### config.mk
export PLATFORM = sky130hd
export DESIGN_NAME = address_multiplexer_video_counter_flat
export DESIGN_NICKNAME = d
export VERILOG_FILES = /design/src/rtl/amvc_pkg.sv /design/src/rtl/amvc_if.sv /design/src/rtl/address_multiplexer_video_counter.sv /design/src/flat_wrapper.sv
export SDC_FILE = /design/constraint.sdc
export NUM_CORES = 1
export LEC_CHECK = 0
export BUFFER_PORTS_ARGS = -buffer_cell sky130_fd_sc_hd__buf_2
export CAP_MARGIN = 40
export CORE_ASPECT_RATIO = 0.8
export CORE_MARGIN = 2
export CORE_UTILIZATION = 55
export DETAILED_ROUTE_END_ITERATION = 6
export PLACE_DENSITY_LB_ADDON = 0.1
export SLEW_MARGIN = 5
export SYNTH_ARGS = -nofsm -noshare
export SYNTH_HDL_FRONTEND = slang
export SYNTH_SLANG_ARGS = --single-unit
### constraint.sdc
create_clock -name clk -period 4.2 [get_ports clk]
set_clock_uncertainty 0.2 [all_clocks]
set_input_delay 0.84 -clock clk [delete_from_list [all_inputs] [get_ports clk]]
set_output_delay 0.84 -clock clk [all_outputs]
set_load 0.01 [all_outputs]
### src/rtl/amvc_pkg.sv
// shared codes and lookup tables for the address multiplexer and video counter
`default_nettype none
package amvc_pkg;

	// opcodes of an input beat
	localparam logic [2:0] OP_READ    = 3'd0;
	localparam logic [2:0] OP_WRITE   = 3'd1;
	localparam logic [2:0] OP_FETCH   = 3'd2;
	localparam logic [2:0] OP_ADVANCE = 3'd3;
	localparam logic [2:0] OP_HSYNC   = 3'd4;
	localparam logic [2:0] OP_FSYNC   = 3'd5;

	// target codes of a result beat
	localparam logic [3:0] TGT_NONE    = 4'd0;
	localparam logic [3:0] TGT_RAM     = 4'd1;
	localparam logic [3:0] TGT_BASIC   = 4'd2;
	localparam logic [3:0] TGT_EXT     = 4'd3;
	localparam logic [3:0] TGT_CART    = 4'd4;
	localparam logic [3:0] TGT_DISK    = 4'd5;
	localparam logic [3:0] TGT_PIA1    = 4'd6;
	localparam logic [3:0] TGT_PIA2    = 4'd7;
	localparam logic [3:0] TGT_CARTIO  = 4'd8;
	localparam logic [3:0] TGT_CONTROL = 4'd9;

	// rom_present bit positions
	localparam int ROM_BASIC = 0;
	localparam int ROM_EXT   = 1;
	localparam int ROM_CART  = 2;
	localparam int ROM_DISK  = 3;

	// control word fields
	localparam int CTL_PAGE = 10;
	localparam int CTL_TY   = 15;
	localparam logic [2:0] MODE_NO_SYNC_CLEAR = 3'd7;

	// column pass count per video mode
	function automatic logic [1:0] mult_x(input logic [2:0] mode);
		logic [1:0] m;
		unique case (mode)
			3'd1: m = 2'd3;
			3'd3: m = 2'd2;
			default: m = 2'd1;
		endcase
		return m;
	endfunction

	// row pass count per video mode
	function automatic logic [3:0] mult_y(input logic [2:0] mode);
		logic [3:0] m;
		unique case (mode)
			3'd0: m = 4'd12;
			3'd2: m = 4'd3;
			3'd4: m = 4'd2;
			default: m = 4'd1;
		endcase
		return m;
	endfunction

endpackage
`default_nettype wire

### src/rtl/amvc_if.sv
// handshake channels for input beats and result beats
`default_nettype none
interface amvc_req_if;
	logic        valid;
	logic        ready;
	logic [2:0]  opcode;
	logic [15:0] address;
	logic [7:0]  write_data;

	modport source (output valid, opcode, address, write_data, input ready);
	modport sink   (input valid, opcode, address, write_data, output ready);
endinterface

interface amvc_rsp_if;
	logic        valid;
	logic        ready;
	logic [3:0]  target;
	logic [15:0] mapped_address;
	logic [15:0] control_word;

	modport source (output valid, target, mapped_address, control_word, input ready);
	modport sink   (input valid, target, mapped_address, control_word, output ready);
endinterface
`default_nettype wire

### src/rtl/address_multiplexer_video_counter.sv
// address decode, control bits and video address counter, top level
//
//  channel  | dir | payload                                   | handshake
//  req      | in  | opcode, address, write_data               | valid / ready
//  rsp      | out | target, mapped_address, control_word      | valid / ready
//  cfg      | in  | cfg_wdata (rom_present)                   | cfg_we, no wait
//
// a beat is registered in the input stage, decoded combinationally and lands
// in the result register; the flow sustains one beat per cycle while rsp is
// taken. state (control bits, counters, video base) updates at the edge
// the result is loaded, so a following beat sees it. a stalled result holds
// the input stage; req.ready drops only when both stages are full and rsp
// is not taken. arst_n clears valid flags, control bits, counters and rom_present.
`default_nettype none
module address_multiplexer_video_counter (
	input  wire logic       clk,
	input  wire logic       arst_n,
	input  wire logic       cfg_we,
	input  wire logic [3:0] cfg_wdata,
	amvc_req_if.sink        req,
	amvc_rsp_if.source      rsp
);
	import amvc_pkg::*;

	logic        valid_s1;
	logic [2:0]  opcode_s1;
	logic [15:0] address_s1;

	logic        rsp_valid_q;
	logic [3:0]  target_q;
	logic [15:0] maddr_q;

	logic [3:0]  rom_present_q;
	logic [15:0] ctrl_q;
	logic [5:0]  col_q;
	logic [8:0]  row_q;
	logic [15:0] base_q;

	logic        advance;
	logic [3:0]  target_d;
	logic [15:0] maddr_d;
	logic [15:0] ctrl_d;
	logic [5:0]  col_d;
	logic [8:0]  row_d;
	logic [15:0] base_d;

	assign advance   = valid_s1 && (!rsp_valid_q || rsp.ready);
	assign req.ready = !valid_s1 || advance;

	assign rsp.valid          = rsp_valid_q;
	assign rsp.target         = target_q;
	assign rsp.mapped_address = maddr_q;
	assign rsp.control_word   = ctrl_q;

	always_comb begin
		logic        is_wr;
		logic        ty;
		logic [15:0] a;
		logic [2:0]  mode;
		logic [5:0]  col_inc;
		logic [8:0]  row_mid;
		is_wr    = (opcode_s1 == OP_WRITE);
		ty       = ctrl_q[CTL_TY];
		a        = address_s1;
		mode     = ctrl_q[2:0];
		target_d = TGT_NONE;
		maddr_d  = 16'h0000;
		ctrl_d   = ctrl_q;
		col_d    = col_q;
		row_d    = row_q;
		base_d   = base_q;
		col_inc  = col_q + 6'd1;
		row_mid  = row_q;

		unique case (opcode_s1)
			OP_READ, OP_WRITE: begin
				if (!ty && a <= 16'h7fff) begin
					target_d = TGT_RAM;
					maddr_d  = {ctrl_q[CTL_PAGE] | a[15], a[14:0]};
				end else if (a <= 16'hfeff) begin
					if (ty) begin
						target_d = TGT_RAM;
						maddr_d  = a;
					end else if (is_wr) begin
						target_d = TGT_NONE;
					end else if (a <= 16'h9fff) begin
						if (rom_present_q[ROM_BASIC]) begin
							target_d = TGT_BASIC;
							maddr_d  = {3'b000, a[12:0]};
						end
					end else if (a <= 16'hbfff) begin
						if (rom_present_q[ROM_EXT]) begin
							target_d = TGT_EXT;
							maddr_d  = {3'b000, a[12:0]};
						end
					end else if (rom_present_q[ROM_CART]) begin
						target_d = TGT_CART;
						maddr_d  = {2'b00, a[13:0]};
					end else if (rom_present_q[ROM_DISK]) begin
						target_d = TGT_DISK;
						maddr_d  = {2'b00, a[13:0]};
					end
				end else if (a <= 16'hff1f) begin
					target_d = TGT_PIA1;
					maddr_d  = {11'd0, a[4:0]};
				end else if (a <= 16'hff3f) begin
					target_d = TGT_PIA2;
					maddr_d  = {11'd0, a[4:0]};
				end else if (a <= 16'hff5f) begin
					target_d = TGT_CARTIO;
					maddr_d  = {11'd0, a[4:0]};
				end else if (is_wr) begin
					if (a >= 16'hffc0 && a <= 16'hffdf) begin
						target_d = TGT_CONTROL;
						maddr_d  = {11'd0, a[4:0]};
						// odd address sets, even clears the bit at a[4:1]
						ctrl_d[a[4:1]] = a[0];
					end
				end else if (a >= 16'hffe0 && rom_present_q[ROM_EXT]) begin
					target_d = TGT_EXT;
					maddr_d  = {3'b000, a[12:0]};
				end
			end
			OP_FETCH: begin
				target_d = TGT_RAM;
				maddr_d  = {base_q[15:5], row_q[4], col_q[3:0]};
			end
			OP_ADVANCE: begin
				col_d = col_inc;
				if (col_inc[5:4] >= mult_x(mode)) begin
					col_d   = 6'd0;
					row_mid = row_q + 9'd16;
				end
				row_d = row_mid;
				if (row_mid[8:5] >= mult_y(mode)) begin
					row_d  = 9'd0;
					base_d = base_q + 16'd32;
				end
			end
			OP_HSYNC: begin
				if (mode != MODE_NO_SYNC_CLEAR) begin
					col_d = {col_q[5:4], 4'd0};
					if (!ctrl_q[0]) row_d = {row_q[8:5], 5'd0};
				end
			end
			OP_FSYNC: begin
				col_d  = 6'd0;
				row_d  = 9'd0;
				base_d = {ctrl_q[9:3], 9'd0};
			end
			default: begin
			end
		endcase

		// counter steps report the video address after the step
		if (opcode_s1 == OP_ADVANCE || opcode_s1 == OP_HSYNC || opcode_s1 == OP_FSYNC)
			maddr_d = {base_d[15:5], row_d[4], col_d[3:0]};
	end

	always_ff @(posedge clk or negedge arst_n) begin
		if (!arst_n) begin
			valid_s1      <= 1'b0;
			rsp_valid_q   <= 1'b0;
			rom_present_q <= 4'd0;
			ctrl_q        <= 16'd0;
			col_q         <= 6'd0;
			row_q         <= 9'd0;
			base_q        <= 16'd0;
		end else begin
			if (cfg_we) rom_present_q <= cfg_wdata;
			if (req.ready) valid_s1 <= req.valid;
			if (advance) begin
				rsp_valid_q <= 1'b1;
				ctrl_q      <= ctrl_d;
				col_q       <= col_d;
				row_q       <= row_d;
				base_q      <= base_d;
			end else if (rsp.ready) begin
				rsp_valid_q <= 1'b0;
			end
		end
	end

	always_ff @(posedge clk) begin
		if (req.valid && req.ready) begin
			opcode_s1  <= req.opcode;
			address_s1 <= req.address;
		end
		if (advance) begin
			target_q <= target_d;
			maddr_q  <= maddr_d;
		end
	end

	// a stalled result freezes all counter and control state
	a_stall_holds_state: assert property (@(posedge clk) disable iff (!arst_n)
		rsp_valid_q && !rsp.ready |=>
			$stable(ctrl_q) && $stable(col_q) && $stable(row_q) && $stable(base_q))
		else $error("state changed while result stalled");

	// control bits move only on a control window write
	a_ctrl_only_on_write: assert property (@(posedge clk) disable iff (!arst_n)
		!(advance && target_d == TGT_CONTROL) |=> $stable(ctrl_q))
		else $error("control bits changed without control write");

	// a video fetch always goes to ram
	a_fetch_to_ram: assert property (@(posedge clk) disable iff (!arst_n)
		advance && opcode_s1 == OP_FETCH |=> rsp_valid_q && target_q == TGT_RAM)
		else $error("video fetch not routed to ram");

endmodule
`default_nettype wire

### src/flat_wrapper.sv
// flat-port wrapper written by rule: the top's interface ports become plain ports
module address_multiplexer_video_counter_flat import amvc_pkg::*;
  (clk, arst_n, cfg_we, cfg_wdata, req_valid, req_opcode, req_address, req_write_data, req_ready, rsp_valid, rsp_target, rsp_mapped_address, rsp_control_word, rsp_ready);
  amvc_req_if req_i ();
  amvc_rsp_if rsp_i ();
  input  wire logic clk;
  input  wire logic arst_n;
  input  wire logic cfg_we;
  input  wire logic [3:0] cfg_wdata;
  input wire logic [$bits(req_i.valid)-1:0] req_valid;
  input wire logic [$bits(req_i.opcode)-1:0] req_opcode;
  input wire logic [$bits(req_i.address)-1:0] req_address;
  input wire logic [$bits(req_i.write_data)-1:0] req_write_data;
  output wire logic [$bits(req_i.ready)-1:0] req_ready;
  output wire logic [$bits(rsp_i.valid)-1:0] rsp_valid;
  output wire logic [$bits(rsp_i.target)-1:0] rsp_target;
  output wire logic [$bits(rsp_i.mapped_address)-1:0] rsp_mapped_address;
  output wire logic [$bits(rsp_i.control_word)-1:0] rsp_control_word;
  input wire logic [$bits(rsp_i.ready)-1:0] rsp_ready;
  assign req_i.valid = req_valid;
  assign req_i.opcode = req_opcode;
  assign req_i.address = req_address;
  assign req_i.write_data = req_write_data;
  assign req_ready = req_i.ready;
  assign rsp_valid = rsp_i.valid;
  assign rsp_target = rsp_i.target;
  assign rsp_mapped_address = rsp_i.mapped_address;
  assign rsp_control_word = rsp_i.control_word;
  assign rsp_i.ready = rsp_ready;
  address_multiplexer_video_counter u_core (.clk(clk), .arst_n(arst_n), .cfg_we(cfg_we), .cfg_wdata(cfg_wdata), .req(req_i), .rsp(rsp_i));
endmodule
**Word-level counts from Yosys, hierarchy flattened**

Index checks and enable logic that the tools add are counted.

- Word-level logic and storage cells: 131
- Register bits after elaboration: 92
- Output and inout port bits: 38

- Equal/unequal tests: 14
- Magnitude comparators: 14
- Add/sub/neg operators: 3
- Mux-type cells: 55
- Bitwise logic cells: 7
- Reductions and logical operators: 23

Operator list:

| operator | count |
|---|---|
| $mux W16 | 13 |
| $le A16 B16 Y1 const B | 7 |
| $pmux W16 S2 | 2 |
| $mux W4 | 14 |
| $mux W13 | 3 |
| $mux W9 | 4 |
| $ge A16 B16 Y1 const B | 2 |
| $pmux W9 S3 | 1 |
| $pmux W6 S3 | 1 |
| $add A16 B6 Y16 const B | 1 |
| $bwmux W16 | 1 |
| $le A16 B15 Y1 const B | 1 |
| $mux W14 | 1 |
| $eq A3 B2 Y1 const B | 4 |
| $pmux W4 S3 | 1 |
| $mux W5 | 2 |
| $add A9 B5 Y9 const B | 1 |
| $eq A3 B3 Y1 const B | 3 |
| $reduce_and A9 Y1 | 1 |
| $mux W2 | 4 |
| $pmux W4 S2 | 1 |
| $add A6 B1 Y6 const B | 1 |
| $eq A3 B1 Y1 const B | 2 |
| $logic_and A1 B1 Y1 | 6 |
| 23 further kinds | 39 |

**Depth between registers and ports, before layout**

- Depth in word-level cells: 11
- Gate-level depth with buffers: 15

**Worst setup path after synthesis**

OpenSTA, ideal clock, no wires.

- Path type: flip-flop to flip-flop
- From: register u_core.col_q[0]
- To: register u_core.maddr_q[9] (netlist: u_core.rsp.mapped_address[9]), data pin
- Path buffers: 1
- Arrival time: 3.102 ns
- Slack: 0.620 ns
- Stages on the path, launching flop included: 16
- Path through: dfrtp_1 -> ha_1 -> nand3_1 -> xor2_1 -> ha_1 -> nand2b_1 -> a21o_1 -> nand4_1 -> xnor2_1 -> ha_1 -> o21ai_0 -> nor2b_1 -> clkbuf_1 -> nor3_1 -> xnor2_1 -> o221ai_1

- Word-level cells in the longest chain between the ends: 8

RTL lines:

| what | line | text |
|---|---|---|
| from (decl) | address_multiplexer_video_counter.sv:35 | `logic [5:0] col_q;` |
| from (signal assigned) | address_multiplexer_video_counter.sv:175 | `col_q <= col_d;` |
| $add A6 B1 Y6 | address_multiplexer_video_counter.sv:72 | `col_inc = col_q + 6'd1;` |
| $ge A2 B2 Y1 | address_multiplexer_video_counter.sv:130 | `if (col_inc[5:4] >= mult_x(mode)) begin` |
| $mux W9 | address_multiplexer_video_counter.sv:130 |  |
| $mux W9 | address_multiplexer_video_counter.sv:75 | `unique case (opcode_s1)` |
| $ge A4 B4 Y1 | address_multiplexer_video_counter.sv:135 | `if (row_mid[8:5] >= mult_y(mode)) begin` |
| $mux W16 | address_multiplexer_video_counter.sv:135 |  |
| $pmux W16 S2 | address_multiplexer_video_counter.sv:75 |  |
| $mux W16 | address_multiplexer_video_counter.sv:156 | `if (opcode_s1 == OP_ADVANCE \|\| opcode_s1 == OP_HSYNC \|\| opcode_s1 == OP_FSYNC)` |
| via u_core.maddr_d[9] | address_multiplexer_video_counter.sv:41 | `logic [15:0] maddr_d;` |
| to (signal assigned) | address_multiplexer_video_counter.sv:191 | `maddr_q <= maddr_d;` |
| to (decl) | address_multiplexer_video_counter.sv:31 | `logic [15:0] maddr_q;` |

The timed path passes the listed nets, and every way through them passes these cells. The select of a mux whose other input is x is not followed.
A chain may end at the register's enable or synchronous reset.

**Worst setup path after layout**

- From: register u_core.col_q[0]
- To: register u_core.maddr_q[15] (netlist: u_core.rsp.mapped_address[15]), data pin

The elaborated chain is that of the path after synthesis.

==> impl_metrics.tcl <==
set metrics [dict create \
    crit_path_max_fanout 14 \
    clk_pin_slew_ps 90 \
    cts-resized-gates 0 \
    synth-edff-count 39 \
    p_per_area_nw_per_um2 326 \
    dp.final_hpwl_mm 8.78 \
    worstMarginPinSlew_ps 812 \
    setup_tns_ps 0 \
    gp_congestion 0.936 \
    fin_nets 567 \
    grt_pass1_vias 3744 \
    cts-root-buf "clkbuf_8" \
    vdd_drop_max_v 0.000213 \
    endpoint_kind "register" \
    die-height_um 86.9 \
    synth_cell_types 63 \
    slew_headroom_pct 45.9 \
    cts_tree "done" \
    ys_seq_elements 83 \
    num-fill-cells 723 \
    grt_pass1_wl_mm 19.3 \
    n_antenna_cell 0 \
    vias 4011 \
    die_w_um 108 \
    io_buffers 65 \
    clock_path_buffers 2 \
    antenna_found_initial 0 \
    area_growth_pct 14.7 \
    via_per_inst 6.28 \
    drive_gt1_share_pct 23.1 \
    avgSynthCellArea_um2 10.3 \
    syn_nets 503 \
    pin_count 74 \
    synth.most_common_cell "dfrtp_1" \
    hp-class "primary input to async pin" \
    critPathArrivalTime_ps 3900 \
    slew_viol_final 0 \
    drtIter0Drc 343 \
    r2r_cells 15 \
    final.period_utilization_pct 95.2 \
    ys.flop_type "dfrtp_1" \
    register_area_um2 2270 \
    die_area_um2 9350 \
    synth_area_um2 4730 \
    synthArstFlopShare_pct 53.0 \
    run_status "finished, final reports clean" \
    drcViolationCount 0 \
    multi_input_area_um2 2300 \
    core_area_um2 8410 \
    yosysSeqAreaShare_pct 48.1 \
    initial_core_util_pct 56.2 \
    synth_area_leaders "edfxtp_1, dfrtp_1, o21ai_0, mux2_4, nand3_1" \
    clock_sinks 83 \
    netlist_instances 458 \
    cts_hold_buffers 0 \
    grt_usage_pct 27.1 \
    dp.cells 623 \
    criticalPathCategory "register to register" \
    finalHoldViolCount 0 \
    yosysTopAreaCellShare_pct 24.8 \
    htreeDepth 3 \
    drt_first_pass_iters 5 \
    power_leakage_uw 0.00226 \
    cts_setup_buffers 0 \
    max_cap_viol_count 0 \
    cp.required_ps 4100 \
    synth_commonest_cells "dfrtp_1, edfxtp_1, o21ai_0" \
    layout_min_cycle_time_ps 4000 \
    num_rows 30 \
    worstSetupStartpointType "register" \
    postLayoutCellArea_um2 5420 \
    timing.rr.start "u_core.col_q[0]$_DFFE_PN0P_" \
    synth_warnings 0 \
    ant_nets 0 \
    grt_max_degree 37 \
    numCtsBuffers 9 \
    routed_wl_mm 12.1 \
    overflow 0 \
    post_dp_cell_area_um2 5190 \
    stdcell_count 639 \
    clkLatencyLatePin_ps 370 \
    netlist.top_cell.by_area "edfxtp_1" \
    worstReg2RegEnd "u_core.rsp.mapped_address[15]$_DFFE_PP_" \
    rsz0062_at_grt "false" \
    max_freq_mhz 250 \
    wl_per_cell_um 18.9 \
    ff2ff_setup_slack_ps 200 \
    setup_violations 0 \
]
[report_power, final]
part | switching, uW | internal (uW) | total [uW]
combinational | 118 | 74.3 | 192
clock | 306 | 313 | 619
sequential | 50.4 | 903 | 954
total | 474 | 1290 | 1760
[per-stage QoR]
step / worst slack [ps] / util (%) / total power, uW / hold WS (ps)
global route: 36.3 / 64.4 / 1830 / 147
finish: 204 / 64.4 / 1760 / 150
floorplan: 620 / - / 1070 / 285
CTS: 183 / 64.3 / 1770 / 148
detailed placement: 204 / 61.8 / 1160 / 290
global placement: 314 / 61.4 / 1150 / 284
[cell type report]
type | instances | area share, %
well taps | 112 | 2.59
flip-flops and latches | 83 | 42.0
multi-input cells | 334 | 42.5
inverters | 18 | 1.25
clock inverters | 5 | 1.09
repair buffers | 76 | 7.83
clock buffers | 11 | 2.82
[layout by cell type (no fill, tap or decap), types with 6 or more instances in the layout]
master	instances
ha_1	9
nor3_1	12
nor2b_1	9
xnor2_1	9
o21ai_0	32
edfxtp_1	39
mux2_2	10
nand4_1	10
nor2_1	24
inv_1	17
dfrtp_1	42
nand2_1	30
a21oi_1	20
a22o_1	12
and2_1	6
o221ai_1	6
buf_2	65
buf_4	9
clkbuf_8	9
nand3_1	30
mux2_4	10
mux2i_1	7
nand2b_1	12
[worst max-delay path by stage]
stage                                            from                                 endpoint  slack (ps)
after floorplan           u_core.col_q[0]$_DFFE_PN0P_   u_core.rsp.mapped_address[9]$_DFFE_PP_         620
after global placement    u_core.col_q[0]$_DFFE_PN0P_  u_core.rsp.mapped_address[15]$_DFFE_PP_         310
after detailed placement  u_core.col_q[0]$_DFFE_PN0P_  u_core.rsp.mapped_address[15]$_DFFE_PP_         200
after CTS                 u_core.col_q[0]$_DFFE_PN0P_  u_core.rsp.mapped_address[15]$_DFFE_PP_         180
after global routing      u_core.col_q[0]$_DFFE_PN0P_  u_core.rsp.mapped_address[14]$_DFFE_PP_          40
final                     u_core.col_q[0]$_DFFE_PN0P_  u_core.rsp.mapped_address[15]$_DFFE_PP_         200
[registers in the layout, indices dropped and copies added, names as in the netlist]
register,flops
u_core.col_q,6
u_core.address_s1,16
u_core.rsp.target,4
u_core.base_q,11
u_core.opcode_s1,3
u_core.rsp.mapped_address,16
u_core.rsp.control_word,16
u_core.rsp.valid,1
u_core.valid_s1,1
u_core.rom_present_q,4
u_core.row_q,5
[layer usage]
layer / share of wire [%] / routed length, um / track usage (%) / vias to the layer above
met5: 0 / 0 / 0 / -
met2: 44 / 5370 / 39.7 / 165
li1: - / - / - / 1870
met1: 45 / 5500 / 39.9 / 1952
met3: 8.2 / 995 / 5.91 / 24
met4: 2.0 / 242 / 9.79 / 0
[critical path, stage by stage, from the launching register on]
cell	delay (ps)
dfrtp_2	450
ha_1	240
nand3_1	110
xor2_1	190
ha_1	250
nand2b_1	170
a21o_1	250
nand4_1	120
xnor2_1	160
ha_1	210
o21ai_0	130
nor2b_1	150
buf_4	180
or4_4	530
a32oi_1	250
nand3_1	140
[cells by family (layout without fill, tap and decap cells)]
group	after synthesis	in the layout	share of synthesized area (%)
xor gates and xnor gates	12	12	2.22
AOI/OAI and AO/OA	118	118	16.9
adders and majority gates	9	9	2.38
and+or+nand+nor	168	168	19.9
DFF	83	83	48.1
muxes	27	27	7.04
buffers and inverters	41	110	3.49
Note: power is estimated with default switching activity, not from simulation.
